`config.mk`:
```
export PLATFORM = sky130hd
export DESIGN_NAME = bts_queue
export DESIGN_NICKNAME = d
export VERILOG_FILES = /design/src/rtl/core/bts_pkg.sv /design/src/rtl/core/bts_queue.sv
export SDC_FILE = /design/constraint.sdc
export NUM_CORES = 1
export LEC_CHECK = 0
export BUFFER_PORTS_ARGS = -buffer_cell sky130_fd_sc_hd__buf_2
export CORE_MARGIN = 3
export CORE_UTILIZATION = 50
export CTS_BUF_LIST = sky130_fd_sc_hd__clkbuf_8
export DETAILED_ROUTE_END_ITERATION = 10
export PLACE_DENSITY = 0.86
export SYNTH_ARGS = -nofsm -noshare
export SYNTH_HDL_FRONTEND = slang
export SYNTH_SLANG_ARGS = --single-unit
```
`constraint.sdc`:
```
create_clock -name clk -period 10.92 [get_ports clk]
set_input_delay 3.276 -clock clk [delete_from_list [all_inputs] [get_ports clk]]
set_output_delay 3.276 -clock clk [all_outputs]
set_load 0.1 [all_outputs]
```
`src/rtl/core/bts_pkg.sv`:
```
// Shared types, constants and helpers of the bilinear texel sampler.
`timescale 1ns / 1ps

package bts_pkg;

    // Build-time limits
    localparam int MAX_DIM   = 256;
    localparam int FRAC_BITS = 16;

    // Field widths
    localparam int TEXEL_W   = 8;
    localparam int ADDR_W    = 16;
    localparam int COORD_W   = FRAC_BITS + 1;
    localparam int IDX_W     = $clog2(MAX_DIM);
    localparam int DIM_W     = IDX_W + 1;
    localparam int ROW_W     = IDX_W + DIM_W;
    localparam int POS_W     = COORD_W + IDX_W;
    localparam int WGT_W     = 2 * FRAC_BITS + 1;
    localparam int PROD_W    = TEXEL_W + WGT_W;
    localparam int RES_W     = 16;
    localparam int RES_LSB   = 2 * FRAC_BITS - 8;
    localparam int CFG_W     = 9;
    localparam int CFG_IDX_W = 1;

    // Input tdata layout, lowest field first
    localparam int TD_ADDR_LSB = 0;
    localparam int TD_VAL_LSB  = TD_ADDR_LSB + ADDR_W;
    localparam int TD_U_LSB    = TD_VAL_LSB + TEXEL_W;
    localparam int TD_V_LSB    = TD_U_LSB + COORD_W;
    localparam int TD_USED     = TD_V_LSB + COORD_W;
    localparam int S_TDATA_W   = ((TD_USED + 7) / 8) * 8;
    localparam int M_TDATA_W   = RES_W;

    // Storage and buffering
    localparam int STORE_DEPTH = 65536;
    localparam int QUEUE_DEPTH = 2;
    localparam int QPTR_W      = $clog2(QUEUE_DEPTH);
    localparam int QCNT_W      = $clog2(QUEUE_DEPTH + 1);
    localparam int OUT_DEPTH   = 2;
    localparam int OPTR_W      = $clog2(OUT_DEPTH);
    localparam int CREDIT_W    = $clog2(OUT_DEPTH + 1);
    localparam int NUM_TAPS    = 4;
    localparam int TAP_W       = $clog2(NUM_TAPS);

    localparam logic [COORD_W-1:0] COORD_ONE = COORD_W'(1) << FRAC_BITS;

    // Item kinds on tuser
    localparam logic OP_WRITE  = 1'b0;
    localparam logic OP_SAMPLE = 1'b1;

    // Register indexes
    localparam logic [CFG_IDX_W-1:0] REG_IMAGE_WIDTH  = CFG_IDX_W'(0);
    localparam logic [CFG_IDX_W-1:0] REG_IMAGE_HEIGHT = CFG_IDX_W'(1);

    // One classified item between front and back. Taps are ordered
    // (x,y), (x+1,y), (x,y+1), (x+1,y+1); a write uses tap 0 as its address.
    typedef struct packed {
        logic                             sample;
        logic [NUM_TAPS-1:0][ADDR_W-1:0]  addr;
        logic [TEXEL_W-1:0]               value;
        logic [FRAC_BITS-1:0]             du;
        logic [FRAC_BITS-1:0]             dv;
    } bts_entry_t;

    // Back-end occupancy seen by the top level
    typedef struct packed {
        logic [CREDIT_W-1:0] credit;
        logic [CREDIT_W-1:0] out_count;
    } bts_back_stat_t;

    // Last usable index of a dimension; 0 acts as 1, above MAX_DIM as MAX_DIM
    function automatic logic [IDX_W-1:0] dim_last(input logic [CFG_W-1:0] d);
        logic [IDX_W-1:0] r;
        if (d == '0)
        begin
            r = '0;
        end
        else if (int'(d) > MAX_DIM)
        begin
            r = IDX_W'(MAX_DIM - 1);
        end
        else
        begin
            r = IDX_W'(d - CFG_W'(1));
        end
        return r;
    endfunction

endpackage

```
`src/rtl/core/bts_queue.sv`:
```
// Short FIFO of classified items between front and back.
`timescale 1ns / 1ps

module bts_queue (
    input  logic                        clk,
    input  logic                        rst_n,
    input  logic                        push,
    input  bts_pkg::bts_entry_t         push_data,
    output logic                        full,
    input  logic                        pop,
    output logic                        valid,
    output bts_pkg::bts_entry_t         head,
    output logic [bts_pkg::QCNT_W-1:0]  count
);

    import bts_pkg::*;

    bts_entry_t          entry_reg [QUEUE_DEPTH];
    logic [QPTR_W-1:0]   wr_ptr_reg;
    logic [QPTR_W-1:0]   rd_ptr_reg;
    logic [QCNT_W-1:0]   count_reg;
    logic [QCNT_W-1:0]   count_next;

    assign full  = (count_reg == QCNT_W'(QUEUE_DEPTH));
    assign valid = (count_reg != '0);
    assign head  = entry_reg[rd_ptr_reg];
    assign count = count_reg;

    always_comb
    begin
        count_next = count_reg;
        if (push && !pop)
        begin
            count_next = count_reg + QCNT_W'(1);
        end
        else if (pop && !push)
        begin
            count_next = count_reg - QCNT_W'(1);
        end
    end

    // Pointers and fill level
    always_ff @(posedge clk or negedge rst_n)
    begin
        if (!rst_n)
        begin
            wr_ptr_reg <= '0;
            rd_ptr_reg <= '0;
            count_reg  <= '0;
        end
        else
        begin
            if (push)
            begin
                wr_ptr_reg <= wr_ptr_reg + QPTR_W'(1);
            end
            if (pop)
            begin
                rd_ptr_reg <= rd_ptr_reg + QPTR_W'(1);
            end
            count_reg <= count_next;
        end
    end

    // Entry storage
    always_ff @(posedge clk)
    begin
        if (push)
        begin
            entry_reg[wr_ptr_reg] <= push_data;
        end
    end

endmodule

```
# --- After elaboration in Yosys (flattened, before gate mapping) ---
# Memory sizes are Yosys's and may differ from the RTL's.
# Cells that the tools add are included.
totals:
  inputBits: 109
  reg_bits: 4
  mem_bits_rw: 210
  word_cells: 19
  out_inout_bits: 109
  memories: 1
classes:
  n_addsub: 4
  muxes: 4
  eq_ne: 1
  reduce_logical: 6
mem_list:
  columns: ["memory", "words", "word_bits", "read_ports", "rd_ports_with_merged_regs", "wr", "line", "text"]
  rows:
  - ["entry_reg", 2, 105, 1, 0, 1, "bts_queue.sv:18", "bts_entry_t entry_reg [QUEUE_DEPTH];"]
op_table:
  columns: ["op", "n"]
  rows:
  - ["$mux 2", 2]
  - ["$reduce_bool 2->1", 2]
  - ["$add 1x1->1 const B", 2]
  - ["$add 2x1->2 const B", 1]
  - ["$eq 2x2->1 const B", 1]
  - ["$logic_and 1x1->1", 2]
  - ["$logic_not 1->1", 2]
  - ["$mux 1", 2]
  - ["$sub 2x1->2 const B", 1]

# --- Depth between registers and ports, before layout ---
logic_depth:
  depth_word: 4
  mapped_depth: 5
  depth_no_buf: 5

# --- Worst setup path before layout ---
# OpenSTA, ideal clock, no wires.
synth_path:
  kind: "input port to flip-flop"
  startpoint: "input port push"
  endpoint: "memory entry_reg[0][0] (netlist bit), enable pin"
  path_slack_ns: 2.496
  t_arrival_ns: 7.842
  path_stages: 1
  n_path_buf: 0
  required_time_ns: 10.338
  setup_time_ns: 0.582
  path_cell_list: "nor2b_1"
synth_between:
  elab_chain_cells: 2
synth_rtl:
  columns: ["element", "line", "text"]
  rows:
  - ["start: declaration", "bts_queue.sv:7", "input logic push,"]
  - ["$mux 1", "bts_queue.sv:68", "if (push)"]
  - ["$mux 1 (implied by the code)", "bts_queue.sv:70", "entry_reg[wr_ptr_reg] <= push_data;"]
  - ["end: declaration", "bts_queue.sv:18", null]
# Every way passes these cells.

==> summary.md <==
| Metric | Value |
|---|---|
| Status | finished clean |
| Least-Margin Pin Slew | 911.0 ps |
| First-pass GRT wire length | 22170 um |
| Pre-CTS WS | 5155 ps |
| Cells after Synth | 343 |
| H-Tree Depth | 2 |
| Mapped Nets | 453 |
| CTS tree | done |
| Reg-to-reg endpoint | entry_reg[0][26] |
| Worst Hold Path EP | count[1] |
| Gr ovfl total | 0 |
| Crit path time final | 6253 ps |
| Starting Density | 51.56% |
| Reg2reg path depth | 3 |
| Post-CTS setup buffer count | 0 |
| Clock slew at reported path FFs | 70 ps |
| Via-to-Cell Ratio | 4.863 |
| Max Fclk | 159.9 MHz |
| Synth unique cells | 14 |
| Top post-synthesis cells by count | 210 x edfxtp_1, 65 x mux2_2, 40 x mux2_4 |
| Via Count | 4007 |
| Drt drc | 0 |
| Clock Latency Late Sink | 490 ps |
| Die Area | 0.01740 mm2 |
| Hold Crit Start | count[1] |
| CTS Buf Count | 34 |
| WHS Path Cells | 1 |
| Most instantiated library cell after synthesis | edfxtp_1 |
| Worst R2R Start | wr_ptr_reg |
| Clock root buffer | clkbuf_8 |
| Core Rows | 45 |
| TNS Setup | 0 ps |
| Fraction of the cycle the final worst path needs | 57.26% |
| Post-CTS Resized | 0 |
| Hold buffers post-CTS | 0 |
| Multi-input gate area | 0.001428 mm2 |
| Top cell type's share of synthesized area | 79.57% |
| Final net count | 698 |
| Initial drt markers | 208 |
| WP data required | 7640 ps |
| Io pins | 218 |
| Largest net degree at the start of global routing | 59 |
| GRT Resource Usage Total | 16.15% |
| Synth area leaders | edfxtp_1 80%, mux2_2 9.2%, mux2_4 7.6% |
| CP startpoint kind | flip-flop |
| Diodes inserted | 0 |
| Max-Cap Viols | 0 |
| CP arrival | 2980 ps |
| Clock Tree Buf Depth | 3 |
| Yosys warning count | 0 |
| Sequential fraction of the synthesis area | 80.83% |
| Number of global-route vias before repair | 4418 |
| Wire per inst | 17.45 um |
| Post-synth top area cell | edfxtp_1 |
| Detailed-placement wirelength estimate | 9609 um |
| Die width | 131.9 um |
| Max-slew violation count | 0 |
| RSZ-0062 raised after global routing | no |
| Flop2flop setup slack | 8680 ps |
| Share of cells above drive strength 1 | 60.69% |
| Fill cell count | 1037 |
| Nature of the critical path endpoint | output port |
| Register area | 0.006410 mm2 |
| Routed wire length | 14380 um |
| Clock Sinks | 214 |
| Final Setup Violations | 0 |
| Final worst slack | 4667 ps |
| CP max stage cell | dfrtp_4 |
| Slew margin rel. | 39.27% |
| Setup Crit Path Kind | reg -> out |
| Final Hold Viols | 0 |
| Layout area overhead | 24.76% |
| GP Congestion | 0.7537 |
| EDFF count, synth | 210 |
| Initial DRT Pass Iterations | 4 |
| Routed Antenna Nets | 0 |
| Top FF cell, synth | edfxtp_1 |
| Synth Register Bits | 214 |
| Skew final | 22.95 ps |
| Crit path from | rd_ptr_reg |
| Cell Chain, Critical Path | buf_4 -> mux2_2 -> buf_2 |
| Combined area of all synthesized cells | 0.007925 mm2 |
| Fin cells | 824 |
| Syn_area_per_cell | 23.11 um2 |
| Max FO, Critical Path | 58 |
| Initial antenna violation count | 0 |
| Ys async rst share | 1.869% |
| Max FFs per register | 210 |
| Die height | 131.9 um |
| IO buf count | 217 |
| Worst path max stage delay | 880 ps |
| Core area | 0.01537 mm2 |
| Cell count after placement | 763 |
| HP Class | reg -> reg |
worst max-delay path by stage:
| stage | endpoint | slack (ps) |
|---|---|---|
| CTS | head[28] | 4600 |
| global placement | head[28] | 5170 |
| detailed placement | head[28] | 5160 |
| floorplan | entry_reg[0][0] | 2500 |
| finish | head[85] | 4670 |
| global route | head[23] | 4490 |
cells in the final DEF (no fill, tap or decap), types with 3 or more instances in the layout:
master	instances
buf_2	217
mux2_2	65
inv_1	14
edfxtp_1	210
dfrtp_1	3
clkbuf_8	35
clkinv_1	6
xor2_1	4
mux2_4	40
clkinv_2	3
buf_4	4
bufinv_16	3
metal layers:
layer	global-route usage, %	share of wire (%)	routed length, um	vias up
met5	0	0	0	-
met2	28.93	53	7590	176
li1	-	-	-	1856
met4	6.884	2.4	350	0
met3	5.725	8.3	1190	30
met1	17.24	36	5244	1945
final cells by class:
type	instances	area share, %
Tap cell	211	2.670
Multi-Input combinational cell	116	14.44
Timing Repair Buffer	221	11.29
Inverter	1	0.03797
Sequential cell	214	64.83
Clock buffer	35	4.872
Clock inverter	26	1.860
critical path, delay by kind of cell, from the launching register on:
family	cells	cell delay (ps)
DFF	1	880
muxes	1	310
buffers and inverters	2	1260
stage by stage:
step / utilization [%] / area [um2] / hold WS, ps
2_1_floorplan: - / 7925 / 455.5
5_1_grt: 64.32 / 9887 / 571.0
3_5_place_dp: 59.99 / 9221 / 511.2
6_report: 64.32 / 9887 / 528.4
4_1_cts: 64.32 / 9887 / 530.1
3_3_place_gp: 59.99 / 9221 / 485.6
kinds of logic (layout without fill, tap and decap cells):
| logic type | Yosys count | in the layout | share of synthesized area (%) |
|---|---|---|---|
| adders and majority gates | 1 | 1 | 0.1579 |
| muxes | 105 | 105 | 16.81 |
| buffers and inverters | 13 | 283 | 1.279 |
| xor gates and xnor gates | 5 | 5 | 0.5525 |
| DFF | 214 | 214 | 80.83 |
| and+or+nand+nor | 5 | 5 | 0.3631 |
Power is not shown: default switching activity piles up to over one toggle a cycle in this logic, so the estimate is an artifact.
