--- src/rtl/core/bts_pkg.sv ---
// Shared types, constants and helpers of the bilinear texel sampler.
`timescale 1ns / 1ps

package bts_pkg;

    // Build-time limits
    localparam int MAX_DIM   = 256;
    localparam int FRAC_BITS = 16;

    // Field widths
    localparam int TEXEL_W   = 8;
    localparam int ADDR_W    = 16;
    localparam int COORD_W   = FRAC_BITS + 1;
    localparam int IDX_W     = $clog2(MAX_DIM);
    localparam int DIM_W     = IDX_W + 1;
    localparam int ROW_W     = IDX_W + DIM_W;
    localparam int POS_W     = COORD_W + IDX_W;
    localparam int WGT_W     = 2 * FRAC_BITS + 1;
    localparam int PROD_W    = TEXEL_W + WGT_W;
    localparam int RES_W     = 16;
    localparam int RES_LSB   = 2 * FRAC_BITS - 8;
    localparam int CFG_W     = 9;
    localparam int CFG_IDX_W = 1;

    // Input tdata layout, lowest field first
    localparam int TD_ADDR_LSB = 0;
    localparam int TD_VAL_LSB  = TD_ADDR_LSB + ADDR_W;
    localparam int TD_U_LSB    = TD_VAL_LSB + TEXEL_W;
    localparam int TD_V_LSB    = TD_U_LSB + COORD_W;
    localparam int TD_USED     = TD_V_LSB + COORD_W;
    localparam int S_TDATA_W   = ((TD_USED + 7) / 8) * 8;
    localparam int M_TDATA_W   = RES_W;

    // Storage and buffering
    localparam int STORE_DEPTH = 65536;
    localparam int QUEUE_DEPTH = 2;
    localparam int QPTR_W      = $clog2(QUEUE_DEPTH);
    localparam int QCNT_W      = $clog2(QUEUE_DEPTH + 1);
    localparam int OUT_DEPTH   = 2;
    localparam int OPTR_W      = $clog2(OUT_DEPTH);
    localparam int CREDIT_W    = $clog2(OUT_DEPTH + 1);
    localparam int NUM_TAPS    = 4;
    localparam int TAP_W       = $clog2(NUM_TAPS);

    localparam logic [COORD_W-1:0] COORD_ONE = COORD_W'(1) << FRAC_BITS;

    // Item kinds on tuser
    localparam logic OP_WRITE  = 1'b0;
    localparam logic OP_SAMPLE = 1'b1;

    // Register indexes
    localparam logic [CFG_IDX_W-1:0] REG_IMAGE_WIDTH  = CFG_IDX_W'(0);
    localparam logic [CFG_IDX_W-1:0] REG_IMAGE_HEIGHT = CFG_IDX_W'(1);

    // One classified item between front and back. Taps are ordered
    // (x,y), (x+1,y), (x,y+1), (x+1,y+1); a write uses tap 0 as its address.
    typedef struct packed {
        logic                             sample;
        logic [NUM_TAPS-1:0][ADDR_W-1:0]  addr;
        logic [TEXEL_W-1:0]               value;
        logic [FRAC_BITS-1:0]             du;
        logic [FRAC_BITS-1:0]             dv;
    } bts_entry_t;

    // Back-end occupancy seen by the top level
    typedef struct packed {
        logic [CREDIT_W-1:0] credit;
        logic [CREDIT_W-1:0] out_count;
    } bts_back_stat_t;

    // Last usable index of a dimension; 0 acts as 1, above MAX_DIM as MAX_DIM
    function automatic logic [IDX_W-1:0] dim_last(input logic [CFG_W-1:0] d);
        logic [IDX_W-1:0] r;
        if (d == '0)
        begin
            r = '0;
        end
        else if (int'(d) > MAX_DIM)
        begin
            r = IDX_W'(MAX_DIM - 1);
        end
        else
        begin
            r = IDX_W'(d - CFG_W'(1));
        end
        return r;
    endfunction

endpackage

--- src/rtl/core/bts_front.sv ---
// Front end: accepts items, scales coordinates and forms the four tap addresses.
`timescale 1ns / 1ps

module bts_front (
    input  logic                           clk,
    input  logic                           rst_n,
    input  logic                           s_tvalid,
    output logic                           s_tready,
    input  logic [bts_pkg::S_TDATA_W-1:0]  s_tdata,   // texel_address, texel_value, u_coord, v_coord
    input  logic                           s_tuser,   // op
    input  logic [bts_pkg::IDX_W-1:0]      x_last,
    input  logic [bts_pkg::IDX_W-1:0]      y_last,
    output logic                           q_push,
    output bts_pkg::bts_entry_t            q_data,
    input  logic                           q_full
);

    import bts_pkg::*;

    logic                 adv;

    // Stage 0: captured item
    logic                 s0_vld_reg;
    logic                 s0_op_reg;
    logic [ADDR_W-1:0]    s0_addr_reg;
    logic [TEXEL_W-1:0]   s0_val_reg;
    logic [COORD_W-1:0]   s0_u_reg;
    logic [COORD_W-1:0]   s0_v_reg;
    logic [COORD_W-1:0]   u_in;
    logic [COORD_W-1:0]   v_in;

    // Stage 1: scaled positions
    logic                 s1_vld_reg;
    logic                 s1_op_reg;
    logic [ADDR_W-1:0]    s1_addr_reg;
    logic [TEXEL_W-1:0]   s1_val_reg;
    logic [POS_W-1:0]     s1_pu_reg;
    logic [POS_W-1:0]     s1_pv_reg;

    // Stage 2: classified entry
    logic                 s2_vld_reg;
    bts_entry_t           s2_reg;
    bts_entry_t           s2_next;

    logic [IDX_W-1:0]     iu;
    logic [IDX_W-1:0]     iv;
    logic [IDX_W-1:0]     iu1;
    logic [IDX_W-1:0]     iv1;
    logic [DIM_W-1:0]     row_len;
    logic [ROW_W-1:0]     row0;
    logic [ROW_W-1:0]     row1;

    // Whole pipe moves unless the finished entry cannot enter the queue
    assign adv      = !s2_vld_reg || !q_full;
    assign s_tready = adv;
    assign q_push   = s2_vld_reg && !q_full;
    assign q_data   = s2_reg;

    // Coordinates above one saturate
    always_comb
    begin
        u_in = s_tdata[TD_U_LSB +: COORD_W];
        v_in = s_tdata[TD_V_LSB +: COORD_W];
        if (u_in > COORD_ONE)
        begin
            u_in = COORD_ONE;
        end
        if (v_in > COORD_ONE)
        begin
            v_in = COORD_ONE;
        end
    end

    // Index, clamped neighbor and row base addresses
    always_comb
    begin
        iu      = s1_pu_reg[FRAC_BITS +: IDX_W];
        iv      = s1_pv_reg[FRAC_BITS +: IDX_W];
        iu1     = (iu < x_last) ? iu + IDX_W'(1) : x_last;
        iv1     = (iv < y_last) ? iv + IDX_W'(1) : y_last;
        row_len = DIM_W'(x_last) + DIM_W'(1);
        row0    = ROW_W'(iv) * ROW_W'(row_len);
        row1    = ROW_W'(iv1) * ROW_W'(row_len);

        s2_next.sample  = s1_op_reg;
        s2_next.value   = s1_val_reg;
        s2_next.du      = s1_pu_reg[FRAC_BITS-1:0];
        s2_next.dv      = s1_pv_reg[FRAC_BITS-1:0];
        s2_next.addr[1] = ADDR_W'(row0 + ROW_W'(iu1));
        s2_next.addr[2] = ADDR_W'(row1 + ROW_W'(iu));
        s2_next.addr[3] = ADDR_W'(row1 + ROW_W'(iu1));
        if (s1_op_reg == OP_SAMPLE)
        begin
            s2_next.addr[0] = ADDR_W'(row0 + ROW_W'(iu));
        end
        else
        begin
            s2_next.addr[0] = s1_addr_reg;
        end
    end

    // Stage valid bits
    always_ff @(posedge clk or negedge rst_n)
    begin
        if (!rst_n)
        begin
            s0_vld_reg <= 1'b0;
            s1_vld_reg <= 1'b0;
            s2_vld_reg <= 1'b0;
        end
        else if (adv)
        begin
            s0_vld_reg <= s_tvalid;
            s1_vld_reg <= s0_vld_reg;
            s2_vld_reg <= s1_vld_reg;
        end
    end

    // Stage payloads
    always_ff @(posedge clk)
    begin
        if (adv)
        begin
            s0_op_reg   <= s_tuser;
            s0_addr_reg <= s_tdata[TD_ADDR_LSB +: ADDR_W];
            s0_val_reg  <= s_tdata[TD_VAL_LSB +: TEXEL_W];
            s0_u_reg    <= u_in;
            s0_v_reg    <= v_in;

            s1_op_reg   <= s0_op_reg;
            s1_addr_reg <= s0_addr_reg;
            s1_val_reg  <= s0_val_reg;
            s1_pu_reg   <= POS_W'(s0_u_reg) * POS_W'(x_last);
            s1_pv_reg   <= POS_W'(s0_v_reg) * POS_W'(y_last);

            s2_reg      <= s2_next;
        end
    end

endmodule

--- config.mk ---
export PLATFORM = sky130hd
export DESIGN_NAME = bts_front
export DESIGN_NICKNAME = d
export VERILOG_FILES = /design/src/rtl/core/bts_pkg.sv /design/src/rtl/core/bts_front.sv
export SDC_FILE = /design/constraint.sdc
export NUM_CORES = 1
export LEC_CHECK = 0
export ABC_CLOCK_PERIOD_IN_PS = 6950
export BUFFER_PORTS_ARGS = -buffer_cell sky130_fd_sc_hd__buf_4
export CAP_MARGIN = 10
export CORE_MARGIN = 2
export CORE_UTILIZATION = 40
export DETAILED_ROUTE_END_ITERATION = 16
export SLEW_MARGIN = 20
export SYNTH_ARGS = -nofsm -noshare
export SYNTH_HDL_FRONTEND = slang
export SYNTH_SLANG_ARGS = --single-unit
--- constraint.sdc ---
create_clock -name clk -period 6.95 [get_ports clk]
set_clock_uncertainty 0.1 [all_clocks]
set_input_delay 0.3475 -clock clk [delete_from_list [all_inputs] [get_ports clk]]
set_output_delay 0.3475 -clock clk [all_outputs]
set_load 0.02 [all_outputs]
**Word level (Yosys, flattened, before mapping)**

Index checks and enable logic that the tools add are counted.

- Logic and storage cells: 43
- Output and inout port bits: 107
- Input bits: 85
- Register bits after elaboration: 240

- Muxes and demuxes: 3
- Reductions and logical operators: 4
- Add/subtract/negate cells: 7
- Multipliers: 4
- Magnitude comparators: 4

Operators by type and width:

| kind | count |
|---|---|
| adder 16 x 8 -> 16 bit | 4 |
| multiplier 17 x 8 -> 24 bit | 2 |
| greater-than comparator 17 bit (second input constant) | 2 |
| multiplier 8 x 9 -> 16 bit | 2 |
| adder 8 x 1 -> 8 bit (second input constant) | 2 |
| less-than comparator 8 bit | 2 |
| 2-to-1 mux 16 bit | 1 |
| 2-to-1 mux 8 bit | 2 |
| adder 8 x 1 -> 9 bit (second input constant) | 1 |
| logical NOT 1 bit | 2 |
| logical AND 1 bit | 1 |
| logical OR 1 bit | 1 |

**Logic depth before layout (Yosys ltp)**

Gate-level depths: netlist (run 1).

- Depth in word-level cells: 4
- Depth in mapped cells: 30
- Mapped depth without buffers: 26

**Worst setup path before layout (run 1)**

OpenSTA, ideal clock, no wires.

- Path type: input-to-reg
- Start: in y_last[3] (netlist bit)
- End: reg s2_reg (netlist bit q_data[87]) (data pin)
- Arrival: 6.644 ns
- Library setup time: 0.258 ns
- Setup slack: -0.052 ns
- Cell stages on the path: 26
- Required time: 6.592 ns
- Cells stage by stage: clkbuf_1 > clkbuf_1 > inv_1 > ha_1 > or4_1 > o221ai_1 > a211o_2 > buf_2 > o21ai_1 > or2_2 > fa_1 > fa_1 > inv_1 > fa_1 > inv_1 > fa_1 > inv_1 > ha_1 > o21ai_0 > a31oi_1 > o21a_1 > nor4_2 > and3_1 > and3_1 > nand3_1 > xnor2_1

RTL lines:

| element | RTL line | source |
|---|---|---|
| from (decl) | bts_front.sv:12 | `input logic [bts_pkg::IDX_W-1:0] y_last,` |
| to (signal assigned) | bts_front.sv:136 | `s2_reg <= s2_next;` |
| to (decl) | bts_front.sv:42 | `bts_entry_t s2_reg;` |

==> results.yml, run 1 <==
detailed_routing:
  remaining_drc_errors: 0
  routed_wl_mm: 50.7
  wire_per_inst_um: 15.9
  dr.pass1.iters: 5
  drtAntennaViolNets: 0
  vias: 15700
  viasPerCell: 4.92
  drt_iter0_markers: 730
worst_setup_path:
  setup.worst_path.start_class: "register"
  path_delay_family: "adder cells"
  critPathMaxFanout: 10
  rr_startpoint: "s1_pv_reg[19]"
  crit_buf_inv: 4
  critPathRequiredTime_ps: 7170
  critical_path.endpoint_type: "register"
  cp.arrival_ps: 6870
  reg2regPathDepth: 22
  crit_path_frequent_cell: "fa_1"
  max_stage_delay_ps: 520
  path_class: "register to register"
  worstReg2RegEnd: "q_data[87]"
  path_cells: "ha_1 -> or4_1 -> o221ai_1 -> a211o_4 -> buf_4 -> mux2i_4 -> or2_2 -> fa_1 -> fa_1 -> inv_1 -> fa_1 -> inv_1 -> fa_1 -> inv_1 -> ha_1 -> o21ai_0 -> a31oi_1 -> and3_1 -> o41ai_4 -> o21ai_0 -> xnor3_1 -> xnor2_1"
  r2r_setup_slack_ps: 290
  crit_slowest_cell: "or4_1"
placement:
  portBuffers: 185
  gp_congestion: 0.851
  pre_cts_slack_ps: 141
  place_area_um2: 25300
  dp_hpwl_mm: 39.1
yosys:
  syn_nets: 2714
  synth_top_cell_by_area: "edfxtp_1"
  synthArstFlopShare_pct: 1.25
  synth_edf_count: 237
  yosysWarnings: 0
  ys_types: 71
  ys_ff_latch: 240
  synth-seq-area-share_pct: 31.4
  syn_area_per_cell_um2: 10.6
  syn_area_um2: 22900
  synth.top_cells.by_area: "edfxtp_1, fa_1, ha_1"
  synth-main-ff-cell: "edfxtp_1"
  syn_inst: 2160
  yosys.area.top_type_share_pct: 31.1
timing:
  finalSetupViolations: 0
  post-route-worst-setup-slack_ps: 294
  period_needed_ps: 6660
  tightest_slew_ps: 957
  timing.hold.ws_ps: 16.5
  max_freq_mhz: 150
  relSlewSlack_pct: 35.7
  hold_viol_final: 0
  fin_crit_sh_pct: 95.8
  slew_viol_final: 0
clocking:
  cts_max_level: 1
  clockBufferDepth: 3
  clk_pin_slew_worst_paths_ps: 60
  clkSinkCount: 240
  cts_tree: "yes"
  cts_root_buf: "clkbuf_16"
  clock_latency_ps: 580
  numCtsBuffers: 28
final_layout:
  final_core_util_pct: 47.6
  largest_register_ffs: 105
  final_area_um2: 26900
  nNetsFinal: 2972
  area_delta_synth_final_pct: 17.4
  final_cell_mix: "inv_1, fa_1, edfxtp_1"
  final_common_cell: "inv_1"
  drive_gt1_share_pct: 12.9
worst_hold_path:
  hold_path.class: "primary input to register"
  min_to: "s0_v_reg[3]"
  hold_path_depth: 2
  worstHoldStart: "s_tdata[44]"
global_route:
  grt_max_degree: 137
  grt_pass1_vias: 16900
  grt_remaining_overflow: 0
  grt_pass1_wl_mm: 85.5
  antenna_found_initial: 1
  grt_util_all_layers_pct: 17.7
floorplan:
  rows: 87
  core_area_um2: 56500
  io_pins: 192
  die_y_um: 243
  die_x_um: 243
  start_util_pct: 40.5
  die-area_um2: 59200
flow_run:
  maxCapViolations: 0
status:
  status: "complete, no violations"
## cells in the mapped netlist (all sizes together) (8+ instances only)
cell type,count
nand2,220
nand2b,14
mux2,9
ha,205
o21ai,49
nor2b,65
mux2i,10
a31oi,10
xnor2,100
nor4,11
xor2,36
nor3,20
nand3,26
o21a,19
inv,312
edfxtp,237
and3,12
a21o,34
and2,173
buf,8
fa,264
a211oi,13
nor2,125
a21oi,62
clkbuf,44
or2,13
## worst max path at each step
| stage | startpoint | to | slack [ps] | depth (start not counted) |
|---|---|---|---|---|
| after floorplan | y_last[2] | q_data[87] | 30 | 26 |
| after global placement | y_last[3] | q_data[87] | 270 | 24 |
| after detailed placement | y_last[3] | q_data[87] | 140 | 24 |
| after CTS | s1_pv_reg[19] | q_data[87] | 250 | 22 |
| after global routing | s1_pv_reg[19] | q_data[103] | -10 | 22 |
| final | s1_pv_reg[19] | q_data[87] | 290 | 22 |
## metal layers
| layer | vias to the layer above | share of wire, % | global-route usage [%] | wire, µm |
|---|---|---|---|---|
| met2 | 274 | 50 | 31.2 | 25200 |
| li1 | 7591 | - | - | - |
| met1 | 7792 | 44 | 22.9 | 22400 |
| met3 | 71 | 3.8 | 2.09 | 1910 |
| met5 | - | 0 | 0 | 0 |
| met4 | 0 | 2.4 | 4.60 | 1210 |
## worst register-to-register path: stages, from the launching register on
cell	delay, ps
edfxtp_1	390
ha_1	220
or4_1	520
o221ai_1	270
a211o_4	240
buf_4	150
mux2i_4	70
or2_2	300
fa_1	460
fa_1	500
inv_1	50
fa_1	490
inv_1	60
fa_1	490
inv_1	40
ha_1	310
o21ai_0	240
a31oi_1	120
and3_1	250
o41ai_4	360
o21ai_0	170
xnor3_1	450
xnor2_1	160
## final cells by class
type	count	area (µm²)
Multi-Input combinational cell	1556	14400
Clock buffer	33	719
Antenna cell	1	2.50
Tap cell	756	946
Fill cell	5166	29600
Timing Repair Buffer	280	2250
Inverter	312	1170
Clock inverter	19	206
Sequential cell	240	7190
## repair_timing
| item | in CTS | in global routing |
|---|---|---|
| buffers inserted | 0 | 2 |
| setup endpoints to repair | 0 | 4 |
| hold endpoints to repair | 56 | 0 |
| hold buffers | 55 | 0 |
| resized for setup | 0 | 4 |
## cell families after synthesis
group / Yosys count / synth area share (%)
AND/OR/NAND/NOR: 692 / 15.1
adder cells (fa/ha/maj): 469 / 34.3
buffers and inverters: 364 / 6.00
flip-flops: 240 / 31.4
AO/OA/AOI/OAI: 239 / 6.99
XOR/XNOR: 137 / 5.30
multiplexers: 19 / 0.935
## per-stage QoR
stage / std cells / TNS, ps
floorplan: 2160 / 0
global placement: 3087 / 0
detailed placement: 3087 / 0
CTS: 3194 / 0
global route: 3197 / -19.1
finish: 3197 / 0
Power of run 1 is left out: the tool's default activity adds up to more than one toggle a clock period on the data nets, which glitch-free logic cannot reach.
==> run 2: changes to the inputs <==
--- a/config.mk
+++ b/config.mk
@@ -7,10 +7,11 @@
 export LEC_CHECK = 0
 export ABC_CLOCK_PERIOD_IN_PS = 6950
 export BUFFER_PORTS_ARGS = -buffer_cell sky130_fd_sc_hd__buf_4
-export CAP_MARGIN = 10
+export CAP_MARGIN = 0
 export CORE_MARGIN = 2
 export CORE_UTILIZATION = 40
 export DETAILED_ROUTE_END_ITERATION = 16
+export REMOVE_ABC_BUFFERS = 1
 export SLEW_MARGIN = 20
 export SYNTH_ARGS = -nofsm -noshare
 export SYNTH_HDL_FRONTEND = slang
==> run 2 against run 1 <==
  * Critical path depth fell by 1
  * Hold slack improved by 22 ps
  * Non-clock buffer count rose by 2
  * First-iteration DRC count rose by 13%
==> results.yml, run 2 (synthesis gave the netlist of run 1 again) <==
placement:
  place_area_um2: 25300
  portBuffers: 185
  gp_congestion: 0.847
  pre_cts_slack_ps: 230
  dp_hpwl_mm: 39.4
clocking:
  cts_root_buf: "clkbuf_16"
  numCtsBuffers: 29
  clk_pin_slew_worst_paths_ps: 60
  cts_setup_buffers: 0
  cts_max_level: 1
  clkSinkCount: 240
  clock_latency_ps: 580
  cts_tree: "yes"
  clockBufferDepth: 3
timing:
  rsz0062_at_grt: "false"
  hold_viol_final: 0
  period_needed_ps: 6530
  fin_crit_sh_pct: 94.0
  tightest_slew_ps: 1140
  relSlewSlack_pct: 24.3
  post-route-worst-setup-slack_ps: 416
  max_freq_mhz: 153
  finalSetupViolations: 0
  setup_tns_ps: 0
  slew_viol_final: 0
worst_setup_path:
  setup.worst_path.start_class: "register"
  path_class: "register to register"
  reg2regPathDepth: 21
  path_cells: "ha_1 -> or4_1 -> o221ai_1 -> a211o_4 -> o21ai_1 -> or2_2 -> fa_1 -> fa_1 -> inv_1 -> fa_1 -> inv_1 -> fa_1 -> inv_1 -> ha_1 -> o21ai_1 -> a31oi_1 -> and3_1 -> o41ai_2 -> o21ai_0 -> xnor3_1 -> xnor2_1"
  cp.arrival_ps: 6750
  max_stage_delay_ps: 560
  crit_path_frequent_cell: "fa_1"
  critPathRequiredTime_ps: 7170
  critPathMaxFanout: 14
  critical_path.endpoint_type: "register"
  crit_slowest_cell: "fa_1"
worst_hold_path:
  hold_path.class: "primary input to register"
  hold_path_depth: 2
floorplan:
  rows: 87
  start_util_pct: 40.5
  die_x_um: 243
  die_y_um: 243
  core_area_um2: 56500
  io_pins: 192
  die-area_um2: 59200
detailed_routing:
  viasPerCell: 5.00
  dr.pass1.iters: 5
  vias: 16000
  remaining_drc_errors: 0
  wire_per_inst_um: 16.0
  routed_wl_mm: 51.2
  drtAntennaViolNets: 0
  drt_iter0_markers: 827
global_route:
  grt_util_all_layers_pct: 17.7
  antenna_found_initial: 0
  grt_pass1_wl_mm: 85.4
  grt_remaining_overflow: 0
  grt_max_degree: 170
  grt_pass1_vias: 17000
final_layout:
  nNetsFinal: 2975
  final_common_cell: "inv_1"
  final_core_util_pct: 47.6
  drive_gt1_share_pct: 12.8
  area_delta_synth_final_pct: 17.5
  largest_register_ffs: 105
  final_cell_mix: "inv_1, fa_1, edfxtp_1"
  final_area_um2: 26900
status:
  status: "complete, no violations"
flow_run:
  maxCapViolations: 0
-- run 2: layout make-up --
class / count / area [µm²]
antenna: 1 / 2.50
clock buffer: 30 / 729
clock inverter: 24 / 245
fill: 5220 / 29600
inverter: 312 / 1170
multi-input combinational: 1556 / 14300
sequential: 240 / 7190
tap: 756 / 946
timing repair buffer: 282 / 2270
-- run 2: path summary, 6_finish.rpt --
path / startpoint / to / slack, ps
min reg2reg: s1_pu_reg[11] / q_data[27] / 310
max: s1_pv_reg[19] / q_data[103] / 420
min: s_tdata[44] / s0_v_reg[3] / 40
max reg2reg: s1_pv_reg[19] / q_data[103] / 420
max in group asynchronous: rst_n / s1_vld_reg / 6050
min in group asynchronous: rst_n / s2_vld_reg / 560
-- run 2: routing by layer --
layer,global-route usage (%),vias up,wire (µm)
li1,-,7598,-
met1,23.4,7967,22700
met2,30.5,364,24900
met3,2.36,69,2410
met4,4.75,0,1170
met5,0,-,0
-- run 2: worst max-delay path, delay by kind of cell (launching register included) --
| family | cells | cell delay, ps |
|---|---|---|
| AO/OA/AOI/OAI | 7 | 1450 |
| AND/OR/NAND/NOR | 3 | 1040 |
| buffers and inverters | 3 | 150 |
| XOR/XNOR | 2 | 600 |
| flip-flops | 1 | 400 |
| adder cells (fa/ha/maj) | 6 | 2530 |
-- run 2: per-stage QoR --
stage | hold slack [ps] | std cells
4_1_cts | 0.900 | 3200
3_3_place_gp | 35.9 | 3088
5_1_grt | 25.2 | 3200
6_report | 38.5 | 3201
2_1_floorplan | -48.1 | 2108
3_5_place_dp | 38.1 | 3088
-- run 2: timing repair --
action,4_1_cts,5_1_grt
setup endpoints to repair,0,4
gates resized for setup,0,2
hold buffers,58,0
hold endpoints to repair,60,0
Power of run 2 is left out for the same reason.
==> run 3: changes to the inputs <==
--- a/config.mk
+++ b/config.mk
@@ -8,9 +8,13 @@
 export ABC_CLOCK_PERIOD_IN_PS = 6950
 export BUFFER_PORTS_ARGS = -buffer_cell sky130_fd_sc_hd__buf_4
 export CAP_MARGIN = 0
+export CELL_PAD_IN_SITES_DETAIL_PLACEMENT = 0
+export CELL_PAD_IN_SITES_GLOBAL_PLACEMENT = 1
+export CORE_ASPECT_RATIO = 0.8
 export CORE_MARGIN = 2
 export CORE_UTILIZATION = 40
 export DETAILED_ROUTE_END_ITERATION = 16
+export PLACE_DENSITY_LB_ADDON = 0.1
 export REMOVE_ABC_BUFFERS = 1
 export SLEW_MARGIN = 20
 export SYNTH_ARGS = -nofsm -noshare
==> run 3 against run 2 <==
  * Routed wire length is 5.3% higher
  * Critical endpoint is now q_data[87]
  * Critical path depth is 1 higher
  * Global-route usage is 1.2 points higher
  * Worst setup slack better by 44 ps
  * Hold slack worse by 4.5 ps
==> results.yml, run 3 (synthesis gave the netlist of run 1 again) <==
detailed_routing:
  vias: 15900
  dr.pass1.iters: 5
  remaining_drc_errors: 0
  routed_wl_mm: 54.0
  wire_per_inst_um: 16.7
  drtAntennaViolNets: 0
  drt_iter0_markers: 733
  viasPerCell: 4.92
final_layout:
  final_common_cell: "inv_1"
  largest_register_ffs: 105
  seq_area_um2: 7190
  area_delta_synth_final_pct: 18.2
  fill_cells: 5357
  nNetsFinal: 2998
  multi_input_area_um2: 14300
  drive_gt1_share_pct: 13.5
  final_cell_mix: "inv_1, fa_1, buf_4"
worst_setup_path:
  critPathMaxFanout: 14
  reg2regPathDepth: 22
  r2r_setup_slack_ps: 460
  rr_startpoint: "s1_pv_reg[19]"
  worstReg2RegEnd: "q_data[87]"
  cp.arrival_ps: 6720
  path_class: "register to register"
  critical_path.endpoint_type: "register"
  critPathRequiredTime_ps: 7180
  cp-startpoint: "s1_pv_reg[19]"
  cp-endpoint: "q_data[87]"
  setup.worst_path.start_class: "register"
timing:
  period_needed_ps: 6490
  tightest_slew_ps: 1030
  relSlewSlack_pct: 30.9
  max_freq_mhz: 154
  hold_viol_final: 0
  finalSetupViolations: 0
  fin_crit_sh_pct: 93.4
  setup_tns_ps: 0
  slew_viol_final: 0
  rsz0062_at_grt: "false"
floorplan:
  core_area_um2: 56600
  die_y_um: 218
  start_util_pct: 40.4
  die_x_um: 271
  die-area_um2: 59200
  io_pins: 192
  rows: 78
status:
  status: "complete, no violations"
clocking:
  cts_max_level: 1
  clock_latency_ps: 580
  clkSinkCount: 240
  cts_root_buf: "clkbuf_16"
  clk_pin_slew_worst_paths_ps: 60
  numCtsBuffers: 28
  cts_tree: "yes"
  cts_setup_buffers: 0
  clockBufferDepth: 3
flow_run:
  maxCapViolations: 0
global_route:
  grt_remaining_overflow: 0
  antenna_found_initial: 0
  grt_max_degree: 111
  grt_pass1_wl_mm: 89.6
  grt_pass1_vias: 17000
  grt_util_all_layers_pct: 18.9
placement:
  portBuffers: 185
  gp_congestion: 0.868
  dp_hpwl_mm: 41.6
worst_hold_path:
  hold_path.class: "primary input to register"
## run 3: final cells by class
| cell class | instances | area share, % |
|---|---|---|
| tap | 760 | 3.51 |
| sequential | 240 | 26.6 |
| clock buffer | 33 | 2.74 |
| multi-input combinational | 1556 | 53.0 |
| timing repair buffer | 306 | 9.12 |
| clock inverter | 19 | 0.717 |
| antenna | 1 | 0.00925 |
| inverter | 312 | 4.33 |
## run 3: repair_timing
action / CTS / global route
endpoints found under the setup margin: 0 / 2
hold buffers: 58 / 0
hold endpoints to repair: 58 / 0
gates resized for setup: 0 / 2
## run 3: per-stage QoR
stage	instance area (µm²)	cells	utilization [%]	worst slack, ps	hold WS [ps]
final	27100	3227	47.8	460	34.0
after global routing	27100	3226	47.8	106	23.3
after CTS	27000	3226	47.8	352	24.9
after detailed placement	25500	3116	45.1	193	39.7
after global placement	25500	3116	45.1	246	37.7
after floorplan	22700	2108	-	342	-48.1
## run 3: worst max-delay path, cell delays in order (launching register included)
cell and delay (ps):
edfxtp_1 390, ha_1 220, or4_1 520, o221ai_1 250
a211o_4 270, buf_4 150, mux2i_4 60, or2_2 290
fa_1 490, fa_1 520, inv_1 60, fa_1 480
inv_1 50, fa_1 470, inv_1 40, ha_1 280
o21ai_1 190, a31oi_1 120, and3_1 240, o41ai_2 350
o21ai_0 150, xnor3_1 420, xnor2_1 140
## run 3: worst min-delay path by stage
| stage | start | end | slack [ps] | cells after the start |
|---|---|---|---|---|
| 2_1_floorplan | rst_n | s0_vld_reg | -50 | 0 |
| 3_3_place_gp | rst_n | s2_vld_reg | 40 | 1 |
| 3_5_place_dp | rst_n | s2_vld_reg | 40 | 1 |
| 4_1_cts | s_tdata[39] | s0_u_reg[15] | 20 | 2 |
| 5_1_grt | s_tdata[39] | s0_u_reg[15] | 20 | 2 |
| 6_report | s_tdata[36] | s0_u_reg[12] | 30 | 2 |
## run 3: layer usage
metal	up-vias	routed length, µm	global-route usage [%]	part of all wire [%]
met3	59	1860	2.26	3.5
met4	0	983	3.66	1.8
li1	7638	-	-	-
met2	222	25000	31.3	46
met1	7966	26100	26.9	48
met5	-	0	0	0
Power of run 3 is left out for the same reason.
